File: src/rtl/core/pet_pkg.sv
// ----------------------------------------------------------------------------
// Per-task tracker package
// Types, sizes and codes shared by the tracker controller and datapath.
// ----------------------------------------------------------------------------
package pet_pkg;

   localparam int MAX_TASKS      = 16;
   localparam int SLOTS_PER_TASK = 32;
   localparam int TASK_W         = (MAX_TASKS > 1) ? $clog2(MAX_TASKS) : 1;
   localparam int SLOT_W         = (SLOTS_PER_TASK > 1) ? $clog2(SLOTS_PER_TASK) : 1;
   localparam int SLOT_DEPTH     = 2 ** (TASK_W + SLOT_W);

   typedef enum logic [2:0] {
      CMD_ADD    = 3'd0,
      CMD_REMOVE = 3'd1,
      CMD_EVENT  = 3'd2,
      CMD_ALLOC  = 3'd3,
      CMD_FREE   = 3'd4,
      CMD_READ   = 3'd5
   } cmd_type;

   typedef enum logic [2:0] {
      EV_SCHED  = 3'd0,
      EV_UP     = 3'd1,
      EV_DOWN   = 3'd2,
      EV_LOCK   = 3'd3,
      EV_UNLOCK = 3'd4
   } ev_type;

   typedef enum logic [1:0] {
      ST_OK        = 2'd0,
      ST_UNTRACKED = 2'd1,
      ST_TASK_FULL = 2'd2,
      ST_SLOT_FULL = 2'd3
   } status_type;

   typedef enum logic [2:0] {
      S_IDLE,
      S_MATCH,
      S_READ,
      S_SCAN,
      S_EXEC
   } state_type;

   typedef struct packed {
      logic [2:0]  command;
      logic [21:0] process_id;
      logic [2:0]  event_kind;
      logic [31:0] alloc_size;
      logic [63:0] address;
   } req_type;

   typedef struct packed {
      logic [1:0]  status;
      logic [31:0] alloc_count;
      logic [31:0] free_count;
      logic [31:0] alloc_bytes;
      logic [31:0] freed_bytes;
      logic [31:0] sched_count;
      logic [31:0] up_count;
      logic [31:0] down_count;
      logic [31:0] lock_count;
      logic [31:0] unlock_count;
   } rsp_type;

   typedef struct packed {
      logic [31:0] alloc_count;
      logic [31:0] free_count;
      logic [31:0] alloc_bytes;
      logic [31:0] freed_bytes;
      logic [31:0] sched_count;
      logic [31:0] up_count;
      logic [31:0] down_count;
      logic [31:0] lock_count;
      logic [31:0] unlock_count;
   } cnt_type;

   typedef struct packed {
      logic [63:0] address;
      logic [31:0] size;
   } slot_type;

   typedef struct packed {
      logic load;
      logic match;
      logic cnt_rd;
      logic scan_init;
      logic scan;
      logic exec;
   } ctl_type;

   typedef struct packed {
      logic scan_need;
      logic scan_hit;
      logic scan_last;
   } sts_type;

endpackage

File: src/rtl/core/pet_ctrl.sv
// ----------------------------------------------------------------------------
// Tracker controller
// Sequences lookup, counter read, slot scan and update for one command.
// ----------------------------------------------------------------------------
module pet_ctrl (
   input  logic             clock,
   input  logic             reset,
   input  logic             start,
   output logic             busy,
   input  pet_pkg::sts_type sts,
   output pet_pkg::ctl_type ctl
);
   import pet_pkg::*;

   state_type state_ff, state_in;

   always_ff @(posedge clock) begin
      if (reset) begin
         state_ff <= S_IDLE;
      end else begin
         state_ff <= state_in;
      end
   end

   always_comb begin
      state_in = state_ff;
      ctl      = '0;
      unique case (state_ff)
         S_IDLE: begin
            if (start) begin
               ctl.load = 1'b1;
               state_in = S_MATCH;
            end
         end
         S_MATCH: begin
            ctl.match = 1'b1;
            state_in  = S_READ;
         end
         S_READ: begin
            ctl.cnt_rd    = 1'b1;
            ctl.scan_init = 1'b1;
            state_in      = sts.scan_need ? S_SCAN : S_EXEC;
         end
         S_SCAN: begin
            ctl.scan = 1'b1;
            if (sts.scan_hit || sts.scan_last) begin
               state_in = S_EXEC;
            end
         end
         S_EXEC: begin
            ctl.exec = 1'b1;
            state_in = S_IDLE;
         end
         default: state_in = S_IDLE;
      endcase
   end

   assign busy = (state_ff != S_IDLE);

   a_start_busy: assert property (@(posedge clock) disable iff (reset)
      start && !busy |=> busy)
      else $error("Accepted command did not make the block busy.");
   a_exec_idle: assert property (@(posedge clock) disable iff (reset)
      ctl.exec |=> !busy)
      else $error("Block stayed busy after update.");
   a_scan_need: assert property (@(posedge clock) disable iff (reset)
      state_ff == S_SCAN |-> $past(state_ff) == S_SCAN || $past(sts.scan_need))
      else $error("Scan entered without a free to resolve.");

endmodule

File: config.mk
export PLATFORM = sky130hd
export DESIGN_NAME = pet_ctrl
export DESIGN_NICKNAME = d
export VERILOG_FILES = /design/src/rtl/core/pet_pkg.sv /design/src/rtl/core/pet_ctrl.sv
export SDC_FILE = /design/constraint.sdc
export NUM_CORES = 1
export LEC_CHECK = 0
export BUFFER_PORTS_ARGS = -buffer_cell sky130_fd_sc_hd__buf_2
export CAP_MARGIN = 20
export CORE_AREA = 10 10 47 49
export CTS_BUF_LIST = sky130_fd_sc_hd__clkbuf_2 sky130_fd_sc_hd__clkbuf_4 sky130_fd_sc_hd__clkbuf_8
export CTS_CLUSTER_SIZE = 30
export DETAILED_ROUTE_END_ITERATION = 8
export DIE_AREA = 0 0 57 59
export GPL_TIMING_DRIVEN = 0
export PLACE_DENSITY = 0.36
export SYNTH_ARGS = -nofsm -noshare
export SYNTH_HDL_FRONTEND = slang
export SYNTH_SLANG_ARGS = --single-unit
File: constraint.sdc
create_clock -name clock -period 1 [get_ports clock]
set_input_delay 0.05 -clock clock [delete_from_list [all_inputs] [get_ports clock]]
set_output_delay 0.05 -clock clock [all_outputs]
set_load 0.005 [all_outputs]
==> summary.md, run 1 <==
| Metric | Value |
|---|---|
| Gpl congestion | 0.676 |
| Initial Util | 12.1% |
| Max-capacitance violation count | 0 |
| Post-Syn Area | 169 µm² |
| Crit-path max cell delay | 0.35 ns |
| Slew @ Worst Pin | 0.324 ns |
| Share of cells above drive strength 1 | 65.9% |
| H-tree depth | 1 |
| Clk_skew | 0.000812 ns |
| R2R Setup Slk | -0.02 ns |
| Final min period | 1.06 ns |
| CTS tree | built |
| Setup ws final | -0.0642 ns |
| Critical path type | reg -> out |
| Largest regs | state_ff (3) |
| Rows | 14 |
| Critical path data required time | 0.95 ns |
| Pwr Density | 1340 nW/µm² |
| CTS Sinks | 3 |
| DR pass1 iterations | 4 |
| First-pass GRT wire length | 1000 µm |
| Critical path peak fanout | 5 |
| Static leakage | 0.177 nW |
| Total die area | 3360 µm² |
| DRT Wirelength | 583 µm |
| Final net count | 48 |
| Mapped Cells | 22 |
| Yosys cell types | 15 |
| Final setup viols | 4 |
| Cell taking the most area after synthesis | dfxtp_1 |
| Register bit total from synthesis | 3 |
| Status | complete, but fails checks |
| P&R area growth vs syn | 117% |
| Drt drc | 0 |
| Pwr Total | 0.493 mW |
| Slowest stage cell, crit path | dfxtp_4 |
| Grt ovf | 0 |
| EDFF count, synth | 0 |
| Total number of yosys warnings | 0 |
| CP arrival | 1.01 ns |
| Hold Path Class | in -> reg |
| Root Driver | clkbuf_4 |
| Peak supply drop | 0.572 mV |
| Biggest register | state_ff |
| Slew HR | 78.3% |
| Worst setup EP type | output pin |
| Vias in the first global route | 229 |
| Largest net degree at the start of global routing | 8 |
| Clock Tree Buf Depth | 2 |
| Die Y-Extent | 59 µm |
| IO Pins | 13 |
| PortBufs | 12 |
| Initial DRC count | 5 |
| Gr usage total | 3.75% |
| WL/cell | 10.2 µm |
| Synth top area share | 35.6% |
| HPWL after DPL | 452 µm |
| Number of flip-flops in the largest register | 3 |
| Clock transition at path regs | 0.03 ns |
| Detail Route Antenna Nets | 0 |
| Achievable Freq | 940 MHz |
| Seq/Total Area, Yosys | 35.6% |
| Fin crit share | 106% |
| Final max-slew violation count | 0 |
| RSZ-0062 raised after global routing | yes |
| Top post-synthesis cells by area | dfxtp_1, nor3_1, nor3b_2, inv_1, a22oi_1 |
| Main synth FF type | dfxtp_1 |
| Setup total negative slack | -0.181 ns |
| CP Launch Type | register |
| Syn Area/Cell | 7.68 µm² |
| Routed via count | 221 |
| CTS buffer count | 3 |
| Worst-Skew Late Latency | 0.23 ns |
| Hold Slack | 0.173 ns |
| Synth Net Count | 28 |
| Failing checks | negative setup slack |
| Initial antenna violation count | 0 |
| CP Cell Sequence | nand2b_4 -> nor2_4 -> buf_4 -> buf_2 |
| Pre-CTS setup slack | 0.0326 ns |
| Core Region | 1400 µm² |
| Final hold violation count | 0 |
| Ant diodes | 0 |
| Async SR Flop Fraction | 0% |
| Vias per inst | 3.88 |
| Die width | 57 µm |
[synth_stat cells (2+ instances only)]
library cell  instances
dfxtp_1               3
inv_1                 3
nor3_1                3
nor2_1                2
[cells by family after synthesis]
| family | Yosys count | share of synthesized area, % |
|---|---|---|
| flops | 3 | 35.6 |
| simple gates | 11 | 38.5 |
| compound gates | 4 | 14.8 |
| buf+inv | 4 | 11.1 |
[metal layers]
| layer | up-vias | share of wire (%) | wire length [µm] | GRT usage, % |
|---|---|---|---|---|
| met1 | 108 | 33 | 192 | 3.07 |
| li1 | 111 | - | - | - |
| met3 | 0 | 1.2 | 7 | 1.29 |
| met2 | 2 | 66 | 384 | 6.67 |
| met5 | - | 0 | 0 | 0 |
| met4 | 0 | 0 | 0 | 4.03 |
[power by group]
part	internal, mW	switching, mW
combinational	0.0640	0.0478
sequential	0.126	0.0188
clock	0.176	0.0597
total	0.366	0.126
[per-stage QoR]
stage	area (µm²)	std cells	util, %
finish	367	57	26.2
detailed placement	249	50	17.8
CTS	342	57	24.4
floorplan	169	22	-
global placement	249	50	17.8
global route	367	57	26.2
[worst paths after layout]
check	end	from	depth (start not counted)
setup / recovery	ctl[3]	state_ff[2]	4
hold / removal	state_ff[0]	start	4
setup reg to reg	state_ff[1]	state_ff[0]	3
hold reg to reg	state_ff[1]	state_ff[2]	1
[worst max-delay path, delay by kind of cell, from the launching register on]
| kind | cells | cell delay, ns |
|---|---|---|
| buf+inv | 2 | 0.20 |
| flops | 1 | 0.35 |
| simple gates | 2 | 0.24 |
[area by class of cell]
type,instances,area (µm²)
multi-input cells,15,138
fillers,160,1030
flip-flops and latches,3,71.3
clock buffers,4,30.0
plain buffers,1,7.51
inverters,3,11.3
repair buffers,15,88.8
well taps,16,20.0
[cell usage in the layout (no fill, tap or decap), types with 2 or more instances in the layout]
cell type / instances
buf_2: 12
clkbuf_4: 4
inv_1: 3
dfxtp_4: 3
nor3_1: 2
buf_4: 2
[repair_timing]
| action | in CTS | in global routing |
|---|---|---|
| hold endpoints to repair | 2 | 0 |
| pin swaps | 2 | 4 |
| hold buffers | 1 | 0 |
| endpoints found under the setup margin | 7 | 10 |
| gates resized for setup | 11 | 4 |
| buffers inserted | 2 | 0 |
No activity file was read; power rests on OpenSTA's default activity.
==> run 2: changes to the inputs <==
--- a/config.mk
+++ b/config.mk
@@ -16,2 +16,3 @@
 export PLACE_DENSITY = 0.36
+export SETUP_SLACK_MARGIN = 0.02
 export SYNTH_ARGS = -nofsm -noshare
--- a/constraint.sdc
+++ b/constraint.sdc
@@ -3,2 +3,2 @@
 set_output_delay 0.05 -clock clock [all_outputs]
-set_load 0.005 [all_outputs]
+set_load 0.1 [all_outputs]
==> run 2 against run 1 <==
- the run still ends with negative setup slack left
- final area grew 60%
- maximum frequency shrank 13%
- non-clock buffer count grew 7
- wire length grew 12%
- critical endpoint is now ctl[5]
==> summary.md, run 2 (same netlist as run 1, synthesis figures left out) <==
| Metric | Value |
|---|---|
| Routed via count | 247 (was 221) |
| Hold Path Stages | 3 (was 4) |
| Final net count | 55 (was 48) |
| Share of cells above drive strength 1 | 89.6% (was 65.9%) |
| CP Cell Sequence | nor3_4 -> nand2_2 -> clkinvlp_4 -> buf_12 (was nand2b_4 -> nor2_4 -> buf_4 -> buf_2) |
| WL/cell | 10.2 µm (about the same) |
| Grt ovf | 0 (unchanged) |
| Placed cell count | 50 (unchanged) |
| Gr usage total | 3.89% (was 3.75%) |
| Slew @ Worst Pin | 0.217 ns (was 0.324 ns) |
| Largest regs | state_ff (3) (unchanged) |
| CTS tree | built (unchanged) |
| Setup ws final | -0.220 ns (was -0.0642 ns) |
| Worst setup EP type | output pin (unchanged) |
| H-tree depth | 1 (unchanged) |
| CP Capture Point | ctl[5] (was ctl[3]) |
| Ant diodes | 0 (unchanged) |
| Final hold violation count | 0 (unchanged) |
| Slowest stage cell, crit path | dfxtp_4 (unchanged) |
| Final setup viols | 8 (was 4) |
| CP Launch Type | register (unchanged) |
| Crit-path max cell delay | 0.36 ns (was 0.35 ns) |
| Max-capacitance violation count | 0 (unchanged) |
| Register-to-Register Path Depth | 5 (was 3) |
| DRT Wirelength | 651 µm (was 583 µm) |
| Vias in the first global route | 270 (was 229) |
| CTS buffer count | 3 (unchanged) |
| RSZ-0062 raised after global routing | yes (unchanged) |
| Reg-to-Reg End | state_ff[0] (was state_ff[1]) |
| Critical path type | reg -> out (unchanged) |
| Vias per inst | 3.86 (was 3.88) |
| Final max-slew violation count | 0 (unchanged) |
| P&R area growth vs syn | 248% (was 117%) |
| Setup total negative slack | -1.30 ns (was -0.181 ns) |
| Largest net degree at the start of global routing | 7 (was 8) |
| Fill count | 135 (was 160) |
| Number of flip-flops in the largest register | 3 (unchanged) |
| Critical path data required time | 0.95 ns (about the same) |
| Gpl congestion | 0.661 (was 0.676) |
| Crit. Startpoint | state_ff[0] (was state_ff[2]) |
| Pwr Total | 0.811 mW (was 0.493 mW) |
| Fin crit share | 122% (was 106%) |
| Drt drc | 0 (unchanged) |
| CP arrival | 1.17 ns (was 1.01 ns) |
| Clock Tree Buf Depth | 2 (unchanged) |
| Static leakage | 0.241 nW (was 0.177 nW) |
| Initial Util | 12.1% (unchanged) |
| Root Driver | clkbuf_4 (unchanged) |
| Biggest register | state_ff (unchanged) |
| IO Pins | 13 (unchanged) |
| Critical path peak fanout | 5 (unchanged) |
| Clk_skew | 0.000292 ns (was 0.000812 ns) |
| Pre-CTS setup slack | -0.386 ns (was 0.0326 ns) |
| Most frequent cells in the layout | buf_12, buf_4, buf_2 (was buf_2, clkbuf_4, inv_1, dfxtp_4) |
| Slew HR | 85.5% (was 78.3%) |
| Hold Path Class | in -> reg (unchanged) |
| Initial DRC count | 3 (was 5) |
| Detail Route Antenna Nets | 0 (unchanged) |
| R2r startpoint | state_ff[2] (was state_ff[0]) |
| Total die area | 3360 µm² (unchanged) |
| Worst-Skew Late Latency | 0.23 ns (about the same) |
| Achievable Freq | 820 MHz (was 940 MHz) |
| Pwr Density | 1380 nW/µm² (was 1340 nW/µm²) |
| Core Region | 1400 µm² (unchanged) |
| HPWL after DPL | 490 µm (was 452 µm) |
| Hold Slack | 0.167 ns (was 0.173 ns) |
| Failing checks | negative setup slack (unchanged) |
| DR pass1 iterations | 2 (was 4) |
| Initial antenna violation count | 0 (unchanged) |
| Post-Layout Cell Count | 64 (was 57) |
| Die width | 57 µm (unchanged) |
| R2R Setup Slk | -0.13 ns (was -0.02 ns) |
| Peak supply drop | 0.627 mV (was 0.572 mV) |
| First-pass GRT wire length | 1030 µm (was 1000 µm) |
| Status | complete, but fails checks (unchanged) |
| Clock transition at path regs | 0.03 ns (about the same) |
| Final min period | 1.22 ns (was 1.06 ns) |
| Rows | 14 (unchanged) |
| CTS Sinks | 3 (unchanged) |
| Die Y-Extent | 59 µm (unchanged) |
| PortBufs | 12 (unchanged) |
[run 2: changes by cell type in the layout (fill, tap and decap cells not counted), moves of 2 or more]
cell    delta
buf_2      -7
buf_12     +7
inv_4      +2
inv_1      -3
buf_4      +5
[run 2: how the worst min path moves through the flow]
stage | from | end
after floorplan | reset | state_ff[0]
after global placement | reset | state_ff[0]
after detailed placement | reset | state_ff[0]
after CTS | sts[2] | state_ff[2]
after global routing | sts[2] | state_ff[2]
final | sts[2] | state_ff[2]
[run 2: final cells by class]
cell class / count / area, µm² / share of cell area (%)
Tap cell: 16 / 20.0 / 3.40
Inverter: 3 / 20.0 / 3.40
Timing Repair Buffer: 22 / 245 / 41.7
Clock buffer: 4 / 30.0 / 5.11
Multi-Input combinational cell: 15 / 181 / 30.9
Sequential cell: 3 / 71.3 / 12.1
Buffer: 1 / 20.0 / 3.40
[run 2: timing repair]
item | in CTS | in global routing
endpoints found under the setup margin | 8 | 10
endpoints found under the hold margin | 2 | 0
gates cloned | 0 | 0
setup buffers | 6 | 3
resized for setup | 33 | 7
pin swaps | 3 | 4
hold buffers | 1 | 0
[run 2: metrics by stage]
| step | util, % | cell area (µm²) |
|---|---|---|
| 2_1_floorplan | - | 241 |
| 3_3_place_gp | 22.9 | 322 |
| 3_5_place_dp | 22.9 | 322 |
| 4_1_cts | 37.9 | 532 |
| 5_1_grt | 42.0 | 588 |
| 6_report | 42.0 | 588 |
[run 2: where the power goes]
part / internal (mW) / switching, mW / total, mW
Sequential: 0.126 / 0.0210 / 0.147
Combinational: 0.183 / 0.247 / 0.429
Clock: 0.176 / 0.0582 / 0.235
Total: 0.485 / 0.326 / 0.811
[run 2: worst max-delay path, delay by kind of cell (launching register included)]
kind | cells | cell delay, ns
buffers and inverters | 2 | 0.25
DFF | 1 | 0.36
and+or+nand+nor | 2 | 0.32
[run 2: metal layers]
layer	global-route usage, %	share of wire (%)	vias to the layer above	wire length, µm
met4	4.03	0	0	0
met3	1.93	8.0	0	52
met1	3.32	36	115	235
met2	6.36	56	7	363
met5	0	0	-	0
li1	-	-	125	-
==> run 3: changes to the inputs <==
CELL_PAD_IN_SITES_DETAIL_PLACEMENT = 1   (was not set)
CELL_PAD_IN_SITES_GLOBAL_PLACEMENT = 2   (was not set)
PLACE_DENSITY = 0.59   (was 0.36)
==> run 3 against run 2 <==
- the run still ends with negative setup slack left
- sequential cell count stayed put
- critical path type unchanged
- via count is 1.6% higher
- count of clock-buffer cells in the layout stayed put
- largest power group unchanged
- setup slack better by 0.021 ns
- non-clock buffer count is 2 lower
- critical path depth stayed put
- first-iteration DRC count is 67% lower
- clock skew is 0.0013 ns higher
- maximum frequency is 1.7% higher
- die area stayed put
==> summary.md, run 3 (same netlist as run 1, synthesis figures left out) <==
| Metric | Value |
|---|---|
| Critical path data required time | 0.95 ns (about the same) |
| Final setup viols | 8 (unchanged) |
| Failing checks | negative setup slack (unchanged) |
| CP Cell Sequence | nor3_4 -> nand2_2 -> clkinvlp_4 -> buf_12 (unchanged) |
| Final Instance Area | 561 µm² (was 588 µm²) |
| CTS Sinks | 3 (unchanged) |
| Most common cell after layout, fill and taps aside | buf_12 |
| Initial Util | 12.1% (unchanged) |
| CP arrival | 1.15 ns (was 1.17 ns) |
| Share of cells above drive strength 1 | 91.3% (was 89.6%) |
| Setup ws final | -0.199 ns (was -0.220 ns) |
| Core Region | 1400 µm² (unchanged) |
| Vias in the first global route | 267 (was 270) |
| Final max-slew violation count | 0 (unchanged) |
| Max-capacitance violation count | 0 (unchanged) |
| Buf+Inv Stages, Crit Path | 2 (unchanged) |
| Critical path type | reg -> out (unchanged) |
| Static leakage | 0.230 nW (was 0.241 nW) |
| Pwr Density | 1420 nW/µm² (was 1380 nW/µm²) |
| Clock transition at path regs | 0.03 ns (about the same) |
| Worst setup EP type | output pin (unchanged) |
| WL met1 | 222 µm (was 235 µm) |
| Final min period | 1.20 ns (was 1.22 ns) |
| Hold Path Class | in -> reg (unchanged) |
| Met2 WL | 396 µm (was 363 µm) |
| P&R area growth vs syn | 232% (was 248%) |
| Routed via count | 251 (was 247) |
| Initial antenna violation count | 0 (unchanged) |
| Largest net degree at the start of global routing | 7 (unchanged) |
| Drt drc | 0 (unchanged) |
| Rows | 14 (unchanged) |
| Fill count | 159 (was 135) |
| Detail Route Antenna Nets | 0 (unchanged) |
| DR pass1 iterations | 2 (unchanged) |
| Slowest stage cell, crit path | dfxtp_4 (unchanged) |
| Initial DRC count | 1 (was 3) |
| Met3 Wirelength | 62 µm (was 52 µm) |
| Ant diodes | 0 (unchanged) |
| Final hold violation count | 0 (unchanged) |
| Uppermost routed layer | met3 (unchanged) |
| Largest regs | state_ff (3) (unchanged) |
| Total die area | 3360 µm² (unchanged) |
| Pre-CTS setup slack | -0.388 ns (was -0.386 ns) |
| FF/Latch Area | 71.3 µm² (unchanged) |
| Placed cell count | 50 (unchanged) |
| Achievable Freq | 834 MHz (was 820 MHz) |
| Pwr Total | 0.795 mW (was 0.811 mW) |
| CTS tree | built (unchanged) |
| Biggest register | state_ff (unchanged) |
| Finished Core Util | 40.0% (was 42.0%) |
| Clock Tree Buf Depth | 2 (unchanged) |
| Root Driver | clkbuf_4 (unchanged) |
| WL/cell | 11.0 µm (was 10.2 µm) |
| Multi-input logic area | 173 µm² (was 181 µm²) |
| Placed Area | 322 µm² (unchanged) |
| Most frequent cells in the layout | buf_12, buf_4, buf_2 (unchanged) |
| Worst-Skew Late Latency | 0.23 ns (about the same) |
| Vias per inst | 4.05 (was 3.86) |
| RSZ-0062 raised after global routing | yes (unchanged) |
| First-pass GRT wire length | 1110 µm (was 1030 µm) |
| Gr usage total | 4.19% (was 3.89%) |
| Number of flip-flops in the largest register | 3 (unchanged) |
| IO Pins | 13 (unchanged) |
| Gpl congestion | 0.681 (was 0.661) |
| Slew @ Worst Pin | 0.202 ns (was 0.217 ns) |
| Critical path peak fanout | 4 (was 5) |
| PortBufs | 12 (unchanged) |
| Clk_skew | 0.00160 ns (was 0.000292 ns) |
| Status | complete, but fails checks (unchanged) |
| Crit-path max cell delay | 0.36 ns (about the same) |
| Fin crit share | 120% (was 122%) |
| Slew HR | 86.6% (was 85.5%) |
| Grt ovf | 0 (unchanged) |
| Final net count | 53 (was 55) |
| DRT Wirelength | 682 µm (was 651 µm) |
| Peak supply drop | 0.782 mV (was 0.627 mV) |
| Largest delay contributor family on the critical path | flip-flops (unchanged) |
| CTS buffer count | 3 (unchanged) |
| Die width | 57 µm (unchanged) |
| H-tree depth | 1 (unchanged) |
| Post-Layout Cell Count | 62 (was 64) |
| Die Y-Extent | 59 µm (unchanged) |
| CP Launch Type | register (unchanged) |
[run 3: changes by cell type in the layout (fill, tap and decap cells not counted)]
| cell | before | now |
|---|---|---|
| dlygate4sd3_1 | 1 | 0 |
| buf_12 | 7 | 8 |
| inv_4 | 2 | 1 |
| nor4_2 | 0 | 1 |
| buf_8 | 1 | 0 |
| inv_2 | 0 | 1 |
| nor4_4 | 1 | 0 |
| buf_6 | 2 | 1 |
[run 3: what timing repair did]
action                                  in CTS  in global routing
buffers inserted                             5                  3
resized for setup                           32                  3
hold buffers                                 0                  0
pin swaps                                    5                  5
endpoints found under the setup margin       8                 10
hold endpoints to repair                     0                  0
[run 3: final timing paths]
check	start	endpoint	slack, ns	depth (start not counted)
max reg2reg	state_ff[0]	state_ff[0]	-0.10	5
max	state_ff[0]	ctl[5]	-0.20	4
min reg2reg	state_ff[2]	state_ff[1]	0.47	1
min	reset	state_ff[0]	0.02	2
[run 3: cell type report]
type	count	share of cell area, %
Tap cell	16	3.57
Clock buffer	4	5.36
Buffer	1	3.57
Sequential cell	3	12.7
Timing Repair Buffer	20	40.8
Inverter	3	3.12
Multi-Input combinational cell	15	30.8
[run 3: per-stage QoR]
step / TNS (ns) / hold WS (ns)
global placement: -1.01 / 0.231
global route: -1.79 / 0.0217
finish: -1.30 / 0.0185
detailed placement: -1.11 / 0.248
CTS: -1.22 / 0.00514
floorplan: -1.17 / 0.109
[run 3: layer usage]
metal,GRT usage [%],up-vias
li1,-,124
met1,3.43,120
met2,6.67,7
met3,2.79,0
met4,4.03,0
met5,0,-
[run 3: power by group]
group | total [mW] | switching [mW] | internal [mW]
Combinational | 0.417 | 0.242 | 0.174
Sequential | 0.146 | 0.0204 | 0.126
Clock | 0.232 | 0.0555 | 0.176
